## src/hw/rtl/sss_pkg.sv

```systemverilog
// Package for the SMS send sequencer: command, response, action and phase
// codes, request word layout, queue control structs and reset constants.
// No dependencies.
package sss_pkg;

  localparam int unsigned QueueDepthDef = 8;

  localparam logic [15:0] ModeTimeoutRst   = 16'd2000;
  localparam logic [15:0] PromptTimeoutRst = 16'd5000;
  localparam logic [15:0] ResultTimeoutRst = 16'd15000;

  localparam logic [15:0] ElapsedMax = 16'hFFFF;
  localparam logic [3:0]  AttemptMax = 4'd15;

  typedef enum logic [1:0] {
    CMD_TICK = 2'd0,
    CMD_ENQ  = 2'd1,
    CMD_RESP = 2'd2
  } cmd_e;

  typedef enum logic [1:0] {
    RESP_OK      = 2'd0,
    RESP_PROMPT  = 2'd1,
    RESP_CONFIRM = 2'd2,
    RESP_ERROR   = 2'd3
  } resp_e;

  typedef enum logic [2:0] {
    ACT_NONE     = 3'd0,
    ACT_ACCEPTED = 3'd1,
    ACT_FULL     = 3'd2,
    ACT_MODE     = 3'd3,
    ACT_RECIP    = 3'd4,
    ACT_PAYLOAD  = 3'd5,
    ACT_SENT     = 3'd6,
    ACT_FAILED   = 3'd7
  } action_e;

  typedef enum logic [1:0] {
    CFG_MODE_TIMEOUT   = 2'd0,
    CFG_PROMPT_TIMEOUT = 2'd1,
    CFG_RESULT_TIMEOUT = 2'd2
  } cfg_idx_e;

  typedef enum logic [3:0] {
    PH_IDLE   = 4'b0001,
    PH_MODE   = 4'b0010,
    PH_PROMPT = 4'b0100,
    PH_RESULT = 4'b1000
  } phase_e;

  typedef struct packed {
    logic [3:0] limit;
    logic [7:0] handle;
  } req_word_t;

  typedef struct packed {
    logic      push;
    logic      pop;
    req_word_t wdata;
  } q_ctrl_t;

  typedef struct packed {
    logic      empty;
    logic      full;
    req_word_t head;
  } q_stat_t;

endpackage

```

## src/hw/rtl/sss_intf.sv

```systemverilog
// Channel interfaces of the SMS send sequencer: request input, result output
// and configuration write. Each has a source and a sink modport. No dependencies.
interface sss_req_if;
  logic       valid;
  logic       ready;
  logic [1:0] command;
  logic [7:0] msg_handle;
  logic [3:0] max_attempts;
  logic [1:0] response_code;

  modport source (output valid, command, msg_handle, max_attempts, response_code,
                  input ready);
  modport sink (input valid, command, msg_handle, max_attempts, response_code,
                output ready);
endinterface

interface sss_res_if;
  logic       valid;
  logic       ready;
  logic [2:0] action;
  logic [7:0] out_handle;
  logic [3:0] attempts_used;
  logic [2:0] queue_count;
  logic       busy_res;

  modport source (output valid, action, out_handle, attempts_used, queue_count,
                  busy_res, input ready);
  modport sink (input valid, action, out_handle, attempts_used, queue_count,
                busy_res, output ready);
endinterface

interface sss_cfg_if;
  logic        valid;
  logic        ready;
  logic [1:0]  index;
  logic [15:0] data;

  modport source (output valid, index, data, input ready);
  modport sink (input valid, index, data, output ready);
endinterface

```

## src/hw/rtl/sss_queue.sv

```systemverilog
// Ring queue of pending send requests, holding at most QUEUE_DEPTH-1 entries.
// Uses sss_pkg. Storage is a memory with a registered head read and write bypass.
module sss_queue
  import sss_pkg::*;
#(
  parameter int unsigned QUEUE_DEPTH = QueueDepthDef
) (
  input  logic                           clk_i,
  input  logic                           rst_ni,
  input  q_ctrl_t                        ctrl_i,
  output q_stat_t                        stat_o,
  output logic [$clog2(QUEUE_DEPTH)-1:0] count_o
);

  localparam int unsigned PtrW = $clog2(QUEUE_DEPTH);
  localparam logic [PtrW-1:0] LastIdx = PtrW'(QUEUE_DEPTH - 1);
  localparam logic [PtrW:0]   DepthW  = (PtrW + 1)'(QUEUE_DEPTH);

  req_word_t       mem_q [QUEUE_DEPTH];
  req_word_t       head_q;
  logic [PtrW-1:0] rd_ptr_q, rd_ptr_d;
  logic [PtrW-1:0] wr_ptr_q, wr_ptr_d;
  logic [PtrW-1:0] rd_next, wr_next;
  logic [PtrW:0]   diff;

  assign rd_next = (rd_ptr_q == LastIdx) ? '0 : rd_ptr_q + 1'b1;
  assign wr_next = (wr_ptr_q == LastIdx) ? '0 : wr_ptr_q + 1'b1;

  assign rd_ptr_d = ctrl_i.pop  ? rd_next : rd_ptr_q;
  assign wr_ptr_d = ctrl_i.push ? wr_next : wr_ptr_q;

  always_ff @(posedge clk_i or negedge rst_ni) begin
    if (!rst_ni) begin
      rd_ptr_q <= '0;
      wr_ptr_q <= '0;
    end else begin
      rd_ptr_q <= rd_ptr_d;
      wr_ptr_q <= wr_ptr_d;
    end
  end

  always_ff @(posedge clk_i) begin
    if (ctrl_i.push) begin
      mem_q[wr_ptr_q] <= ctrl_i.wdata;
    end
  end

  // The head register follows the next read pointer; a write to that same
  // entry in this cycle is forwarded so a fresh entry can start right away.
  always_ff @(posedge clk_i) begin
    if (ctrl_i.push && (wr_ptr_q == rd_ptr_d)) begin
      head_q <= ctrl_i.wdata;
    end else begin
      head_q <= mem_q[rd_ptr_d];
    end
  end

  always_comb begin
    if (wr_ptr_q >= rd_ptr_q) begin
      diff = {1'b0, wr_ptr_q} - {1'b0, rd_ptr_q};
    end else begin
      diff = {1'b0, wr_ptr_q} + DepthW - {1'b0, rd_ptr_q};
    end
  end

  assign count_o      = diff[PtrW-1:0];
  assign stat_o.empty = (rd_ptr_q == wr_ptr_q);
  assign stat_o.full  = (wr_next == rd_ptr_q);
  assign stat_o.head  = head_q;

endmodule

```

## src/hw/rtl/sms_send_sequencer_with_retry.sv

```systemverilog
// Top level of the SMS send sequencer with retry: phase control, timeouts,
// attempt counting and the result register. Uses sss_pkg, sss_intf, sss_queue.
//
//   channel   dir  handshake     payload
//   req_i     in   valid/ready   command, msg_handle, max_attempts, response_code
//   res_o     out  valid/ready   action, out_handle, attempts_used, queue_count, busy_res
//   cfg_i     in   valid/ready   index, data (three 16-bit timeout registers)
//
// Each item is processed in the cycle it is accepted and its result is in the
// result register in the next cycle; one item per cycle is sustained but for stalls.
// The input stalls only while a result waits in the result register and the
// output side holds ready low in that same cycle.
// Reset is asynchronous and needs no clearing pass; the configuration port is
// always ready.
module sms_send_sequencer_with_retry
  import sss_pkg::*;
#(
  parameter int unsigned QUEUE_DEPTH = QueueDepthDef
) (
  input  logic      clk_i,
  input  logic      rst_ni,
  sss_req_if.sink   req_i,
  sss_res_if.source res_o,
  sss_cfg_if.sink   cfg_i
);

  localparam int unsigned PtrW = $clog2(QUEUE_DEPTH);

  logic [15:0] mode_to_q, prompt_to_q, result_to_q;

  phase_e      phase_q, phase_d;
  logic [3:0]  att_q, att_d;
  req_word_t   cur_q, cur_d;
  logic [15:0] el_q, el_d;

  q_ctrl_t         qctl;
  q_stat_t         qst;
  logic [PtrW-1:0] qcnt;
  logic [PtrW-1:0] qcnt_after;
  logic [PtrW+2:0] qcnt_ext;

  logic        accept;
  action_e     act_d;
  logic [15:0] el_inc;
  logic [3:0]  att_inc;
  logic        att_hit;
  logic        busy_d;
  logic [7:0]  handle_d;
  logic [3:0]  att_out_d;

  logic        res_valid_q;
  logic [2:0]  res_action_q;
  logic [7:0]  res_handle_q;
  logic [3:0]  res_att_q;
  logic [2:0]  res_qcnt_q;
  logic        res_busy_q;

  // Configuration registers.
  assign cfg_i.ready = 1'b1;

  always_ff @(posedge clk_i or negedge rst_ni) begin
    if (!rst_ni) begin
      mode_to_q   <= ModeTimeoutRst;
      prompt_to_q <= PromptTimeoutRst;
      result_to_q <= ResultTimeoutRst;
    end else if (cfg_i.valid) begin
      case (cfg_i.index)
        CFG_MODE_TIMEOUT:   mode_to_q   <= cfg_i.data;
        CFG_PROMPT_TIMEOUT: prompt_to_q <= cfg_i.data;
        CFG_RESULT_TIMEOUT: result_to_q <= cfg_i.data;
        default: ;
      endcase
    end
  end

  sss_queue #(
    .QUEUE_DEPTH(QUEUE_DEPTH)
  ) u_queue (
    .clk_i  (clk_i),
    .rst_ni (rst_ni),
    .ctrl_i (qctl),
    .stat_o (qst),
    .count_o(qcnt)
  );

  assign req_i.ready = !res_valid_q || res_o.ready;
  assign accept      = req_i.valid && req_i.ready;

  assign el_inc  = (el_q == ElapsedMax) ? el_q : el_q + 16'd1;
  assign att_inc = (att_q == AttemptMax) ? att_q : att_q + 4'd1;
  assign att_hit = (att_inc >= cur_q.limit);

  always_comb begin
    phase_d    = phase_q;
    att_d      = att_q;
    cur_d      = cur_q;
    el_d       = el_q;
    act_d      = ACT_NONE;
    qctl.push  = 1'b0;
    qctl.pop   = 1'b0;
    qctl.wdata = '{limit: req_i.max_attempts, handle: req_i.msg_handle};

    if (accept) begin
      case (req_i.command)
        CMD_TICK: begin
          if (phase_q == PH_IDLE) begin
            if (!qst.empty) begin
              cur_d    = qst.head;
              qctl.pop = 1'b1;
              att_d    = '0;
              phase_d  = PH_MODE;
              el_d     = '0;
              act_d    = ACT_MODE;
            end
          end else begin
            el_d = el_inc;
            case (phase_q)
              PH_MODE: begin
                if (el_inc > mode_to_q) begin
                  el_d  = '0;
                  act_d = ACT_MODE;
                end
              end
              PH_PROMPT: begin
                if (el_inc > prompt_to_q) begin
                  att_d = att_inc;
                  if (att_hit) begin
                    phase_d = PH_IDLE;
                    act_d   = ACT_FAILED;
                  end else begin
                    el_d  = '0;
                    act_d = ACT_RECIP;
                  end
                end
              end
              PH_RESULT: begin
                if (el_inc > result_to_q) begin
                  att_d = att_inc;
                  if (att_hit) begin
                    phase_d = PH_IDLE;
                    act_d   = ACT_FAILED;
                  end else begin
                    phase_d = PH_MODE;
                    el_d    = '0;
                    act_d   = ACT_MODE;
                  end
                end
              end
              default: ;
            endcase
          end
        end
        CMD_ENQ: begin
          if (qst.full) begin
            act_d = ACT_FULL;
          end else begin
            qctl.push = 1'b1;
            act_d     = ACT_ACCEPTED;
          end
        end
        CMD_RESP: begin
          case (phase_q)
            PH_MODE: begin
              if (req_i.response_code == RESP_OK) begin
                phase_d = PH_PROMPT;
                el_d    = '0;
                act_d   = ACT_RECIP;
              end
            end
            PH_PROMPT: begin
              if (req_i.response_code == RESP_PROMPT) begin
                phase_d = PH_RESULT;
                el_d    = '0;
                act_d   = ACT_PAYLOAD;
              end
            end
            PH_RESULT: begin
              if (req_i.response_code inside {RESP_CONFIRM, RESP_OK}) begin
                phase_d = PH_IDLE;
                act_d   = ACT_SENT;
              end else if (req_i.response_code == RESP_ERROR) begin
                att_d = att_inc;
                if (att_hit) begin
                  phase_d = PH_IDLE;
                  act_d   = ACT_FAILED;
                end else begin
                  phase_d = PH_MODE;
                  el_d    = '0;
                  act_d   = ACT_MODE;
                end
              end
            end
            default: ;
          endcase
        end
        default: ;
      endcase
    end
  end

  assign busy_d = (phase_d != PH_IDLE);

  always_comb begin
    if ((act_d == ACT_ACCEPTED) || (act_d == ACT_FULL)) begin
      handle_d = req_i.msg_handle;
    end else if ((act_d != ACT_NONE) || busy_d) begin
      handle_d = cur_d.handle;
    end else begin
      handle_d = '0;
    end
  end

  assign att_out_d = (busy_d || (act_d == ACT_SENT) || (act_d == ACT_FAILED)) ? att_d : '0;

  // Queue occupancy after this transfer, reported in its low three bits.
  always_comb begin
    qcnt_after = qcnt;
    if (qctl.push) begin
      qcnt_after = qcnt + 1'b1;
    end else if (qctl.pop) begin
      qcnt_after = qcnt - 1'b1;
    end
  end
  assign qcnt_ext = {3'b000, qcnt_after};

  always_ff @(posedge clk_i or negedge rst_ni) begin
    if (!rst_ni) begin
      phase_q <= PH_IDLE;
      att_q   <= '0;
      cur_q   <= '0;
      el_q    <= '0;
    end else begin
      phase_q <= phase_d;
      att_q   <= att_d;
      cur_q   <= cur_d;
      el_q    <= el_d;
    end
  end

  always_ff @(posedge clk_i or negedge rst_ni) begin
    if (!rst_ni) begin
      res_valid_q <= 1'b0;
    end else if (accept) begin
      res_valid_q <= 1'b1;
    end else if (res_o.ready) begin
      res_valid_q <= 1'b0;
    end
  end

  always_ff @(posedge clk_i) begin
    if (accept) begin
      res_action_q <= act_d;
      res_handle_q <= handle_d;
      res_att_q    <= att_out_d;
      res_qcnt_q   <= qcnt_ext[2:0];
      res_busy_q   <= busy_d;
    end
  end

  assign res_o.valid         = res_valid_q;
  assign res_o.action        = res_action_q;
  assign res_o.out_handle    = res_handle_q;
  assign res_o.attempts_used = res_att_q;
  assign res_o.queue_count   = res_qcnt_q;
  assign res_o.busy_res      = res_busy_q;

  // The busy flag in a pending result always matches the live phase.
  a_busy_matches_phase: assert property (@(posedge clk_i) disable iff (!rst_ni)
    res_valid_q |-> (res_busy_q == (phase_q != PH_IDLE)))
    else $error("pending result busy flag disagrees with phase");

  // An active send never has more counted attempts than its limit.
  a_attempts_within_limit: assert property (@(posedge clk_i) disable iff (!rst_ni)
    (phase_q != PH_IDLE) |-> (att_q <= cur_q.limit))
    else $error("attempt count exceeds limit while busy");

  // A tick while idle with a waiting request starts it in the mode phase.
  a_tick_starts_send: assert property (@(posedge clk_i) disable iff (!rst_ni)
    (accept && (req_i.command == CMD_TICK) && (phase_q == PH_IDLE) && !qst.empty)
    |=> ((phase_q == PH_MODE) && (att_q == 4'd0)))
    else $error("start tick did not enter the mode phase");

endmodule
```

## src/flat_wrapper.sv

```systemverilog
// flat-port wrapper written by rule: the top's interface ports become plain ports
module sms_send_sequencer_with_retry_flat import sss_pkg::*;
#(
  parameter int unsigned QUEUE_DEPTH = QueueDepthDef
)
  (clk_i, rst_ni, req_i_valid, req_i_command, req_i_msg_handle, req_i_max_attempts, req_i_response_code, req_i_ready, res_o_valid, res_o_action, res_o_out_handle, res_o_attempts_used, res_o_queue_count, res_o_busy_res, res_o_ready, cfg_i_valid, cfg_i_index, cfg_i_data, cfg_i_ready);
  sss_req_if req_i_i ();
  sss_res_if res_o_i ();
  sss_cfg_if cfg_i_i ();
  input  logic clk_i;
  input  logic rst_ni;
  input wire logic [$bits(req_i_i.valid)-1:0] req_i_valid;
  input wire logic [$bits(req_i_i.command)-1:0] req_i_command;
  input wire logic [$bits(req_i_i.msg_handle)-1:0] req_i_msg_handle;
  input wire logic [$bits(req_i_i.max_attempts)-1:0] req_i_max_attempts;
  input wire logic [$bits(req_i_i.response_code)-1:0] req_i_response_code;
  output wire logic [$bits(req_i_i.ready)-1:0] req_i_ready;
  output wire logic [$bits(res_o_i.valid)-1:0] res_o_valid;
  output wire logic [$bits(res_o_i.action)-1:0] res_o_action;
  output wire logic [$bits(res_o_i.out_handle)-1:0] res_o_out_handle;
  output wire logic [$bits(res_o_i.attempts_used)-1:0] res_o_attempts_used;
  output wire logic [$bits(res_o_i.queue_count)-1:0] res_o_queue_count;
  output wire logic [$bits(res_o_i.busy_res)-1:0] res_o_busy_res;
  input wire logic [$bits(res_o_i.ready)-1:0] res_o_ready;
  input wire logic [$bits(cfg_i_i.valid)-1:0] cfg_i_valid;
  input wire logic [$bits(cfg_i_i.index)-1:0] cfg_i_index;
  input wire logic [$bits(cfg_i_i.data)-1:0] cfg_i_data;
  output wire logic [$bits(cfg_i_i.ready)-1:0] cfg_i_ready;
  assign req_i_i.valid = req_i_valid;
  assign req_i_i.command = req_i_command;
  assign req_i_i.msg_handle = req_i_msg_handle;
  assign req_i_i.max_attempts = req_i_max_attempts;
  assign req_i_i.response_code = req_i_response_code;
  assign req_i_ready = req_i_i.ready;
  assign res_o_valid = res_o_i.valid;
  assign res_o_action = res_o_i.action;
  assign res_o_out_handle = res_o_i.out_handle;
  assign res_o_attempts_used = res_o_i.attempts_used;
  assign res_o_queue_count = res_o_i.queue_count;
  assign res_o_busy_res = res_o_i.busy_res;
  assign res_o_i.ready = res_o_ready;
  assign cfg_i_i.valid = cfg_i_valid;
  assign cfg_i_i.index = cfg_i_index;
  assign cfg_i_i.data = cfg_i_data;
  assign cfg_i_ready = cfg_i_i.ready;
  sms_send_sequencer_with_retry #(.QUEUE_DEPTH(QUEUE_DEPTH)) u_core (.clk_i(clk_i), .rst_ni(rst_ni), .req_i(req_i_i), .res_o(res_o_i), .cfg_i(cfg_i_i));
endmodule
```

## config.mk

```make
export PLATFORM = sky130hd
export DESIGN_NAME = sms_send_sequencer_with_retry_flat
export DESIGN_NICKNAME = d
export VERILOG_FILES = /design/src/hw/rtl/sss_pkg.sv /design/src/hw/rtl/sss_intf.sv /design/src/hw/rtl/sss_queue.sv /design/src/hw/rtl/sms_send_sequencer_with_retry.sv /design/src/flat_wrapper.sv
export SDC_FILE = /design/constraint.sdc
export NUM_CORES = 1
export LEC_CHECK = 0
export ABC_AREA = 1
export BUFFER_PORTS_ARGS = -buffer_cell sky130_fd_sc_hd__buf_4
export CORE_ASPECT_RATIO = 1.4
export CORE_MARGIN = 4
export CORE_UTILIZATION = 45
export CTS_CLUSTER_SIZE = 14
export DETAILED_ROUTE_END_ITERATION = 8
export PLACE_DENSITY_LB_ADDON = 0.25
export SYNTH_ARGS = -nofsm -noshare
export SYNTH_HDL_FRONTEND = slang
export SYNTH_SLANG_ARGS = --single-unit
```

## constraint.sdc

```tcl
create_clock -name clk_i -period 5.85 [get_ports clk_i]
set_input_delay 0.8775 -clock clk_i [delete_from_list [all_inputs] [get_ports clk_i]]
set_output_delay 0.8775 -clock clk_i [all_outputs]
set_load 0.03 [all_outputs]
```

==> reports/results.txt, run 1 <==
The flow ran to the end, and the final reports show no timing, DRC or antenna violations. The die covers 27000 sq um. Routability-driven placement finished with a final weighted congestion of 0.895. The class of the tightest hold or removal check is input port to asynchronous set/reset pin. The filler cells instantiated in the layout total 2266. The final non-filler cell area is 12500 sq um, and the tightest slew margin relative to the limit is 0.254. For the final setup violation count, the log shows 0.

Synthesized area per cell: 9.11 sq um. The number of global-route vias before repair was 8265. For the worst-skew pair, the clock arrives at the later sink with an insertion delay of 0.51 ns. The logs give 25600 um for the sum of routed wire length over all layers and 1.79 mW for the net switching power figure. The die height is 193 um, and the proportion of register bits with asynchronous set or reset after synthesis is 0.435. The routed design could run at a clock period as short as 4.60 ns.

Portion of the post-synthesis area used by sequential elements: 0.530. After detailed routing, the average wire length per cell comes to 16.0 um. The predominant post-synthesis flop cell was edfxtp_1.

The number of gates resized after cts is 0, and the cell area after technology mapping is 11000 sq um. The startpoint type of the worst setup path is a flip-flop. In this run, synthesis inferred 115 flip-flops with an integrated enable.

Compared with the post-synthesis result, the final layout area differs by 14.4%. For the count of antenna-violating nets left after detailed routing, the log shows 0. The worst-case IR drop observed on VDD is 490 uV.

The tools report the number of clock sinks as 209. In the routed layout, each cell is associated on average with a via count of 5.19. The switching part of the total power is 0.360. Clock-pin slew was measured on the worst setup and hold paths at 0.06 ns. The tools report the max-cap check violation count as 0. TritonCTS built the clock tree. The tools report the relative contribution of the clock network to total power as 0.291. The initial standard-cell utilization of the core was 0.458; the internal power of the cells was 3.18 mW. The synthesized design contains 209 register bits.

The repair_antennas step left the layout with diodes totalling 0. The power per cell area is 397 nW/um^2. The logs give 60 for the largest net degree at the start of global routing and 67 for the number of standard-cell rows in the floorplan. The pre-antenna-repair detailed-routing pass consisted of 5 iterations. For the DRC violation total after the first TritonRoute iteration, the log shows 465. Between clock sinks in the finished design, the worst skew comes to 0.0103 ns. For this run, design rule violations remaining after detail routing come to 0.

The minimum hold slack came out at 0.326 ns. The synthesized design spends more area on one cell type than any other, namely edfxtp_1. Synthesis produced a netlist whose cell count is 1204.

The design draws 4.98 mW. Standard cell core area: 24000 sq um. Counting distinct cell types in the post-synthesis netlist gives 54. For the fraction of power consumed by sequential logic, the log shows 0.390. In this run the clock root is driven by a clkbuf_16. The number of nets in the final layout was 1368.

The deepest level of the CTS H-tree was 1. Ranked by total cell area, the synthesized netlist is headed by edfxtp_1 31%, dfrtp_1 16%, nand2_1 8.8%, ha_1 6.7%, o21ai_0 6.2%. The tools report the max-slew violation count as 0. In the final layout, the multi-input gates occupy 4380 sq um.

Setup repair after global routing left no endpoint under its margin. Buffers inserted to repair hold after CTS numbered 0. For the number of vias after detailed routing, the log shows 8278. For the final routed database, the setup TNS stands at 0 ns.

Detailed placement ended at an HPWL of 17600 um. The most numerous cell type found on the critical path is nand2_1. The Yosys step of the flow raised 0 warnings.

The clock passes through at most 3 buffers. In this run the horizontal extent of the chip is 140 um. The final critical-path share of the clock period was 0.787; the actual slew at the worst max-slew pin was 1.12 ns.

During I/O placement, the number of pins put on the boundary was 61. Of all nets on the critical path, the largest fanout is 8. The overall global routing resource usage is 0.191, and the sequential standard cell area is 5810 sq um.

Once the clock tree was built, the setup fixing pass inserted 0 buffers. The tools report the post-placement cell area as 11800 sq um. The critical path capture point type is a flip-flop. The run gives 0.319 as the logic gate share of total power. The largest stage delay on the critical path works out to 0.46 ns. Cell with the largest stage delay on the worst path: dfrtp_1. At the worst endpoint, the required time is 6.10 ns. The share of the synthesized area in the top cell type was 0.315. Buffers inserted during clock tree synthesis total 23. The first global-routing pass estimated 41600 um of wire. The leakage dissipation was 5.64 nW; the proportion of layout cells with a drive suffix above 1 was 0.152. When the netlist entered floorplanning its net count stood at 1303. The worst setup path is of the flip-flop to flip-flop kind.

Timing would allow up to 217 MHz. Number of port buffers: 59. For the leftover overflow at the end of global routing, the log shows 0. The logs give 4.85 ns for the arrival time at the worst endpoint and 0 for the number of antenna violations at the first check in global routing. The post-route core utilization is 0.523, and the count of endpoints failing hold in the final timing report is 0.
critical path: cells and delay by family, from the launching register on:
kind            cells  cell delay, ns
simple gates       18            2.55
compound gates      4            0.55
flops               1            0.46
xor+xnor            1            0.34
fa+ha+maj           1            0.31
buf+inv             1            0.14
cells in the final DEF (no fill, tap or decap), types with 3 or more instances in the layout:
cell type	n
nor3_2	5
a31oi_1	6
o21ai_0	136
edfxtp_1	115
xor2_1	12
o21ai_1	3
nor3_1	8
a21oi_1	30
ha_1	59
nor2_1	111
o21ai_2	8
dfxtp_1	3
nor2_4	3
clkbuf_16	24
xnor2_1	4
nand4_1	7
nand2_2	22
dfrtp_1	72
nand3_2	7
o22ai_1	6
nand2_1	256
o221ai_1	20
inv_1	169
dfstp_2	19
buf_4	72
inv_2	3
clkinv_2	7
nor2_2	7
clkbuf_1	5
nand3_1	52
synthesized netlist by cell type (2+ instances only):
library cell	number
a21boi_0	2
a21oi_1	30
a31oi_1	6
and2_1	2
and3_1	2
buf_2	4
clkbuf_1	27
clkinv_1	2
dfrtp_1	72
dfstp_2	19
dfxtp_1	3
edfxtp_1	115
ha_1	59
inv_1	169
inv_2	3
nand2_1	256
nand2_2	22
nand3_1	52
nand3_2	7
nand4_1	7
nor2_1	111
nor2_2	7
nor2_4	3
nor3_1	12
o21ai_0	136
o21ai_1	3
o21ai_2	8
o221ai_1	20
o22ai_1	6
xnor2_1	4
xor2_1	12
final cells by class:
type                            count  share of cell area
Sequential cell                   209               0.463
Multi-Input combinational cell    787               0.349
Inverter                          176              0.0530
Clock buffer                       30              0.0505
Timing Repair Buffer               72              0.0431
Tap cell                          310              0.0309
Clock inverter                     12             0.00977
flip-flops by register name (all words and copies together), names as in the netlist, 4 cells and up, named ones only:
name and count:
u_core.u_queue.mem_q 96, u_core.el_q 16, u_core.mode_to_q 16, u_core.prompt_to_q 16, u_core.result_to_q 16, u_core.cur_q 12, u_core.res_o.out_handle 8, u_core.att_q 4
u_core.phase_q 4, u_core.res_o.attempts_used 4
metrics by stage:
stage / worst slack, ns / std cells
after floorplan: 2.11 / 1204
after global placement: 1.28 / 1554
after detailed placement: 1.25 / 1554
after CTS: 1.21 / 1596
after global routing: 0.872 / 1596
final: 1.25 / 1596
final timing paths:
check / start / slack, ns / end / cells past startpoint
min: rst_ni / 0.33 / u_core.mode_to_q[3]$_DFFE_PN0P_ / 1
max: u_core.el_q[0]$_DFFE_PN0P_ / 1.25 / u_core.res_o.out_handle[5]$_DFFE_PP_ / 25
max reg2reg: u_core.el_q[0]$_DFFE_PN0P_ / 1.25 / u_core.res_o.out_handle[5]$_DFFE_PP_ / 25
min in group clk_i: u_core.result_to_q[14]$_DFFE_PN0P_ / 0.48 / u_core.result_to_q[14]$_DFFE_PN0P_ / 2
min reg2reg: u_core.result_to_q[14]$_DFFE_PN0P_ / 0.48 / u_core.result_to_q[14]$_DFFE_PN0P_ / 2
max in group asynchronous: rst_ni / 4.32 / u_core.cur_q[2]$_DFF_PN0_ / 2
power groups by stage:
stage / logic [mW] / registers (mW) / clock network [mW]
2_1_floorplan: 1.09 / 1.98 / 0
3_3_place_gp: 1.56 / 1.96 / 0
3_5_place_dp: 1.60 / 1.97 / 0
4_1_cts: 1.60 / 1.94 / 1.49
5_1_grt: 1.81 / 1.97 / 1.54
6_report: 1.59 / 1.94 / 1.45
cell families (layout without fill, tap and decap cells):
logic type	count (synthesis)	in the layout	share of synthesized area
fa+ha+maj	60	60	0.0691
xor+xnor	16	16	0.0128
flops	209	209	0.530
buf+inv	208	290	0.0723
compound gates	223	223	0.119
simple gates	487	487	0.196
other cells	1	1	0.000342
layer usage:
metal | vias to the layer above | part of all wire | global-route usage
met5 | - | 0 | 0
met4 | 0 | 0.028 | 0.0604
met3 | 50 | 0.043 | 0.0243
met2 | 177 | 0.53 | 0.360
met1 | 3930 | 0.40 | 0.223
li1 | 4121 | - | -
Note: power is estimated with default switching activity, not from simulation.
==> inputs of run 2 (changes only) <==
Clock period 5.85 ns to 3.9 ns, I/O delays scaled along.
==> run 2 against run 1 <==
  * The flow now finishes with violations (negative setup slack)
  * Sequential power up 49%
  * Critical path depth grew 1
  * Clock power increased by 51%
  * Via count is 6.3% higher
  * Critical path type unchanged
  * Cell count is 5.5% higher
==> reports/results.txt, run 2 (synthesis results as in run 1) <==
The first-pass GRT wire length came out at 44300 um (+6.6%). The endpoint of the worst-slack reg-to-reg timing path is u_core.res_o.out_handle[0]$_DFFE_PP_. The largest vdd supply drop came out at 584 uV (+19%). The count of antenna-violating nets left after detailed routing came out at 0 (unchanged). Number of standard-cell rows in the floorplan: 67 (unchanged).

The number of cell instances on the worst register-to-register path was 26 (+4.0%). The x dimension of the die is 140 um (unchanged). The actual slew at the worst max-slew pin came out at 1.19 ns (+0.0695 ns).

The post-route core utilization was 0.568 (+0.0445); the first-pass detailed-route iteration total was 7 (+2). The run gives 4.16 ns (-0.69 ns) as the arrival time at the worst endpoint. The run gives 465 (unchanged) as the DRC violation total after the first TritonRoute iteration. The library cells used most frequently in the layout, excluding fill and tap cells, are 240 x nand2_1, 163 x inv_1, 154 x buf_4, 135 x o21ai_0, 115 x edfxtp_1. Clock tree synthesis selected as its root buffer the cell clkbuf_16. The switching part of the total power is 0.360 (about the same).

Setup repair after global routing could not meet its margin everywhere. The logs give 18800 um (+6.5%) for the detailed placement HPWL and 13600 sq um (+8.5%) for the final non-filler cell area. For the initial standard-cell utilization of the core, the log shows 0.458 (unchanged). The average wire length per cell after detail routing is 16.6 um (+3.5%). The number of clock sinks is 209 (unchanged), and the leftover overflow at the end of global routing is 0 (unchanged).

The count of pins on the block boundary came out at 61 (unchanged). The largest register by flop count is u_core.u_queue.mem_q. The proportion of layout cells with a drive suffix above 1 works out to 0.249 (+0.0976). Final setup violation count: 1 (+1). The run gives 2157 (-4.8%) as the number of filler instances in the final layout.

The run gives 5.00 mW (+57%) as the internal power of the cells. The logs give -0.00008 ns (-1.25 ns) for the worst-case register-to-register setup slack and 0 (unchanged) for the number of hold-repair buffers added at the cts stage. From synthesis to final layout, the design area changed by 24.1%. The number of buffers created by CTS was 23 (unchanged).

For the net switching power figure, the log shows 2.82 mW (+57%). The fraction of power consumed by sequential logic is 0.370 (-0.020). The number of flip-flops in the largest register came out at 96 (unchanged).

The tightest slew margin relative to the limit was 0.209 (-0.0451); the number of antenna violations at the first check in global routing was 0 (unchanged). The checks that failed: negative setup slack. The power per cell area came out at 574 nW/um^2 (+45%). Maximum clock skew at final layout: 0.00615 ns (-0.00419 ns).

TritonCTS built the clock tree. The final worst slack is -0.0000799 ns (-1.25 ns). In this run the critical register-to-register path is launched from u_core.el_q[1]$_DFFE_PN0P_. The highest fanout seen on the critical path is 8 (unchanged). The worst hold path belongs to the class input port to asynchronous set/reset pin. The minimum period implied by the final worst setup slack is 3.90 ns (-0.704 ns), and the required time at the endpoint of the critical path is 4.16 ns (-1.94 ns). Number of nets in the final layout: 1454 (+6.3%). The max-slew violation count is 0 (unchanged), and the clock insertion delay at the later pin of the skew report is 0.51 ns (about the same).

The sequential standard cell area came out at 5810 sq um (unchanged). The critical setup path kind was flip-flop to flip-flop. For the placer's final routability congestion estimate, the log shows 0.920 (+2.8%). In this run the worst setup path begins at u_core.el_q[1]$_DFFE_PN0P_. The number of global-route vias before repair came out at 8839 (+6.9%).

The tools report the overall global routing resource usage as 0.204 (+0.0133). The buffer depth of the longest clock path is 3 (unchanged). For the number of vias after detailed routing, the log shows 8801 (+6.3%). The run gives 0.280 (-0.011) as the relative contribution of the clock network to total power. The flow ran to the end, but the final reports show violations.

For the deepest level of the CTS H-tree, the log shows 1 (unchanged). The die outline area was 27000 sq um (unchanged); the final routed DRC violation total was 0 (unchanged). The leakage dissipation is 6.19 nW (+9.7%). The max-cap check violation count is 0 (unchanged), and the post-route setup TNS is -0.0000799 ns (-0.0000799 ns). The standard cell core area is 24000 sq um (unchanged).

The die height is 193 um (unchanged). The tools report the startpoint type of the worst setup path as a flip-flop. For the logic gate share of total power, the log shows 0.350 (+0.031). The critical path capture point type was a flip-flop. For the sum of routed wire length over all layers, the log shows 27900 um (+9.1%). The largest net degree at the start of global routing is 49 (-18%).

For the sum of internal, switching and leakage power, the log shows 7.81 mW (+57%). The run gives 12300 sq um (+4.4%) as the post-placement cell area. The mean number of vias per cell is 5.23 (+0.82%), and the register clock-pin slew on the reported worst setup and hold paths is 0.06 ns (about the same).

The maximum clock frequency is 256 MHz (+18%), and the final critical-path share of the clock period is 1.00 (+0.213). The count of endpoints failing hold in the final timing report came out at 0 (unchanged). Leaving out fill and tap cells, the most frequent cell in the layout is nand2_1. Area of the multi-input gates: 4770 sq um (+8.8%). The number of port buffers was 59 (unchanged).
==> run 2: changes by cell type in the layout (fill, tap and decap cells not counted), moves of 6 or more <==
| cell | delta |
|---|---|
| inv_1 | -6 |
| inv_2 | +6 |
| nand2_4 | +12 |
| nor2_2 | +11 |
| nor2_1 | -18 |
| nor2_4 | +7 |
| buf_4 | +82 |
| nand2_1 | -16 |
==> run 2: per-stage QoR <==
| stage | hold slack, ns | worst slack (ns) | cells |
|---|---|---|---|
| floorplan | 0.289 | 0.158 | 1204 |
| global placement | 0.464 | -0.129 | 1621 |
| detailed placement | 0.465 | -0.185 | 1621 |
| CTS | 0.0678 | 0.00485 | 1677 |
| global route | 0.0880 | -0.264 | 1682 |
| finish | 0.0642 | -0.0000799 | 1683 |
==> run 2: worst max-delay path, cell delays in order, from the launching register on <==
cell and delay (ns):
dfrtp_1 0.42, inv_2 0.08, nor3_4 0.19, nand4_1 0.19
nor2_4 0.16, nand2_2 0.09, nor2_4 0.13, nand3_2 0.10
xnor2_2 0.22, ha_1 0.29, a21oi_1 0.19, o21ai_1 0.12
nor2_1 0.15, nand2_1 0.08, nor2_2 0.11, nand2_2 0.08
nand3_2 0.08, nand2_2 0.07, nand2_2 0.07, nand2_4 0.08
nand2_4 0.08, nand2_4 0.08, buf_12 0.16, nand4_4 0.12
nand2_8 0.12, nand2_2 0.12, o21ai_2 0.05
==> run 2: worst max path at each step <==
| stage | endpoint | slack [ns] | depth (start not counted) |
|---|---|---|---|
| detailed placement | u_core.res_o.out_handle[3]$_DFFE_PP_ | -0.19 | 27 |
| global placement | u_core.res_o.out_handle[1]$_DFFE_PP_ | -0.13 | 24 |
| global route | u_core.res_o.out_handle[0]$_DFFE_PP_ | -0.26 | 26 |
| floorplan | u_core.res_o.out_handle[0]$_DFFE_PP_ | 0.16 | 27 |
| finish | u_core.res_o.out_handle[0]$_DFFE_PP_ | -0.00008 | 26 |
| CTS | u_core.res_o.out_handle[5]$_DFFE_PP_ | 0.005 | 31 |
==> run 2: power by group through the flow <==
stage | clock, mW | combinational, mW | sequential, mW
finish | 2.19 | 2.74 | 2.89
CTS | 2.24 | 2.66 | 2.88
global placement | 0 | 2.51 | 2.91
global route | 2.33 | 3.06 | 2.92
floorplan | 0 | 1.63 | 2.98
detailed placement | 0 | 2.56 | 2.92
==> run 2: final cells by class <==
class / count / area share
inverters: 176 / 0.0488
well taps: 310 / 0.0285
flip-flops and latches: 209 / 0.427
clock inverters: 13 / 0.0109
clock buffers: 29 / 0.0447
diodes: 1 / 0.000184
repair buffers: 157 / 0.0893
multi-input cells: 788 / 0.350
==> run 2: what timing repair did <==
| item | 4_1_cts | 5_1_grt |
|---|---|---|
| cloned | 1 | 0 |
| endpoints found under the setup margin | 13 | 36 |
| buffers inserted | 13 | 6 |
| hold endpoints to repair | 0 | 0 |
| pin swaps | 38 | 67 |
| resized for setup | 30 | 63 |
==> run 2: routing by layer <==
metal  part of all wire  GRT usage  wire length (um)
met1               0.38      0.228             10700
met4              0.034     0.0761               962
met3              0.042     0.0243              1170
met2               0.54      0.394             15100
met5                  0          0                 0
==> inputs of run 3 (changes only) <==
Settings changed: PLACE_DENSITY set to 0.74, PLACE_DENSITY_LB_ADDON 0.25 to not set, SETUP_SLACK_MARGIN set to 0.1.
==> run 3 against run 2 <==
  * The run still ends with negative setup slack left
  * Clock skew grew 0.0038 ns
  * Sequential share of layout area up 0.26 points
  * Maximum frequency shrank 0.22%
  * Final area decreased by 0.58%
  * Power decreased by 4.2%
  * Worst hold slack better by 0.19 ns
  * Clock-buffer cell count stayed put
  * Global-route usage is 1.2 points lower
  * Sequential power is essentially flat
  * Worst setup slack worse by 0.0085 ns
  * Die area unchanged
  * Non-clock buffer count down 13
  * Critical endpoint is now u_core.res_o.out_handle[1]$_DFFE_PP_
==> reports/results.txt, run 3 (synthesis results as in run 1) <==
The tools report the count of pins on the block boundary as 61 (unchanged). The run gives -0.00859 ns (-0.00851 ns) as the final worst slack. The run gives 209 (unchanged) as the number of clock sinks. The count of antenna-violating nets left after detailed routing came out at 0 (unchanged). The number of global-route vias before repair was 8740 (-1.1%). The critical path in this run is classified as flip-flop to flip-flop.

Register clock-pin slew on the reported worst setup and hold paths: 0.06 ns (about the same). The flow ran to the end, but the final reports show violations. The placer's final routability congestion estimate is 0.932 (+1.3%), and the max-slew violation count is 0 (unchanged).

Setup repair after global routing could not meet its margin everywhere. The leftover overflow at the end of global routing is 0 (unchanged). The mean number of vias per cell was 5.25 (+0.39%); the detailed placement HPWL was 17100 um (-9.1%).

The run gives 26300 um (-6.1%) as the sum of routed wire length over all layers. The run gives 0.458 (unchanged) as the initial standard-cell utilization of the core. STA classifies the critical path endpoint as a flip-flop. The startpoint type of the worst setup path is a flip-flop.

The logs give 4.16 ns (about the same) for the required time at the endpoint of the critical path and 6.09 nW (-1.5%) for the leakage dissipation. The first-pass GRT wire length was 42600 um (-3.9%); the buffer depth of the longest clock path was 3 (unchanged). The tools report the post-route setup TNS as -0.00859 ns (-0.00851 ns). The max-cap check violation count is 0 (unchanged). The checks that failed: negative setup slack.

For the number of nets in the final layout, the log shows 1440 (-0.96%). The maximum clock frequency is 256 MHz (-0.22%), and the largest stage delay on the critical path is 0.42 ns (about the same). The sum of internal, switching and leakage power is 7.49 mW (-4.2%).

Deepest level of the CTS H-tree: 1 (unchanged). The average wire length per cell after detail routing came out at 15.7 um (-5.2%). The logs give 0.273 (+0.0641) for the tightest slew margin relative to the limit and 80 (+63%) for the largest net degree at the start of global routing.

Die outline area: 27000 sq um (unchanged). The tools report the arrival time at the worst endpoint as 4.17 ns (about the same). The maximum clock skew at final layout was 0.00997 ns (+0.00381 ns); the number of standard cells in the final layout excluding fillers was 1667 (-0.95%). The clock insertion delay at the later pin of the skew report was 0.51 ns (about the same). The number of port buffers works out to 59 (unchanged). For this design, the slowest cell found on the critical path is dfrtp_1. The final critical-path share of the clock period is 1.00 (+0.00218), and the worst-case register-to-register setup slack is -0.009 ns (about the same). The number of vias after detailed routing was 8751 (-0.57%). The largest register by flop count is u_core.u_queue.mem_q.

Minimum period implied by the final worst setup slack: 3.91 ns (+0.00851 ns). The largest vdd supply drop came out at 381 uV (-35%). The top cell types in the final layout, fill and taps aside, are 233 x nand2_1, 162 x inv_1, 139 x buf_4, 130 x o21ai_0, 115 x edfxtp_1. Final setup violation count: 1 (unchanged). Number of flip-flops in the largest register: 96 (unchanged).

Leaving out fill and tap cells, the most frequent cell in the layout is nand2_1. For the first-pass detailed-route iteration total, the log shows 5 (-2). The power per cell area is 553 nW/um^2 (-3.6%). The number of antenna violations at the first check in global routing came out at 0 (unchanged).

Number of standard-cell rows in the floorplan: 67 (unchanged). Number of buffers created by CTS: 22 (-4.3%). TritonCTS built the clock tree. Compared with the post-synthesis result, the final layout area differs by 23.4%. For the final routed DRC violation total, the log shows 0 (unchanged). The tree is rooted in a clkbuf_16. The placed instance count was 1612 (-0.56%).

The class of the tightest hold or removal check is input port to asynchronous set/reset pin. The run gives 0 (-1) as the number of diodes. The standard cell core area was 24000 sq um (unchanged). The post-route core utilization came out at 0.565 (-0.00329). The highest fanout seen on the critical path works out to 8 (unchanged).

For the DRC violation total after the first TritonRoute iteration, the log shows 581 (+25%). The minimum hold slack was 0.257 ns (+0.193 ns). The count of endpoints failing hold in the final timing report came out at 0 (unchanged). The actual slew at the worst max-slew pin is 1.09 ns (-0.0979 ns), and the x dimension of the die is 140 um (unchanged).

The die height was 193 um (unchanged). The proportion of layout cells with a drive suffix above 1 was 0.255 (+0.00570); the overall global routing resource usage was 0.192 (-0.0118).
[run 3: cell count changes in the layout (fill, tap and decap cells not counted), sizes merged]
cell      previous run  this run
clkbuf              29        30
diode                1         0
clkinvlp             0         2
bufinv               3         0
buf                157       143
inv                175       174
[run 3: routing by layer]
layer,vias to the layer above,global-route usage,part of all wire
li1,4279,-,-
met1,4188,0.230,0.42
met2,230,0.349,0.51
met3,54,0.0255,0.046
met4,0,0.0757,0.031
met5,-,0,0
[run 3: worst max-delay path: cells and delay by family (launching register included)]
| family | cells | cell delay [ns] |
|---|---|---|
| xor+xnor | 1 | 0.18 |
| buf+inv | 3 | 0.38 |
| flops | 1 | 0.42 |
| fa+ha+maj | 2 | 0.46 |
| compound gates | 2 | 0.19 |
| simple gates | 21 | 2.01 |
[run 3: per-stage QoR]
step	area [sq um]	setup WS (ns)
final	13500	-0.00859
after global routing	13500	-0.216
after CTS	13300	0.0201
after detailed placement	12200	-0.242
after global placement	12200	-0.120
after floorplan	11000	0.158
[run 3: layout make-up]
type,instances,area (sq um)
Timing Repair Buffer,144,1130
Clock inverter,11,80.1
Clock buffer,29,587
Sequential cell,209,5820
Fill cell,2042,10400
Inverter,176,664
Multi-Input combinational cell,788,4870
Tap cell,310,388
[run 3: path summary, 6_finish.rpt]
check	start	end	cells past startpoint
max	u_core.el_q[1]$_DFFE_PN0P_	u_core.res_o.out_handle[1]$_DFFE_PP_	29
min	rst_ni	u_core.result_to_q[5]$_DFFE_PN0P_	1
max reg2reg	u_core.el_q[1]$_DFFE_PN0P_	u_core.res_o.out_handle[1]$_DFFE_PP_	29
min reg2reg	u_core.cur_q[5]$_DFF_PN0_	u_core.cur_q[5]$_DFF_PN0_	2
max in group asynchronous	rst_ni	u_core.cur_q[11]$_DFFE_PN0P_	2
min in group clk_i	req_i_max_attempts[0]	u_core.u_queue.mem_q[2][8]$_DFFE_PP_	1
[run 3: power breakdown]
part	leakage (nW)	internal (mW)	switching (mW)	total, mW
Clock	0.324	1.07	0.862	1.94
Combinational	3.58	0.947	1.69	2.64
Sequential	2.19	2.69	0.220	2.91
[run 3: timing repair]
| item | in CTS | in global routing |
|---|---|---|
| setup endpoints to repair | 31 | 37 |
| hold buffers | 0 | 0 |
| pin swaps | 54 | 32 |
| resized for setup | 61 | 61 |
| setup buffers | 11 | 3 |
| cloned | 1 | 1 |
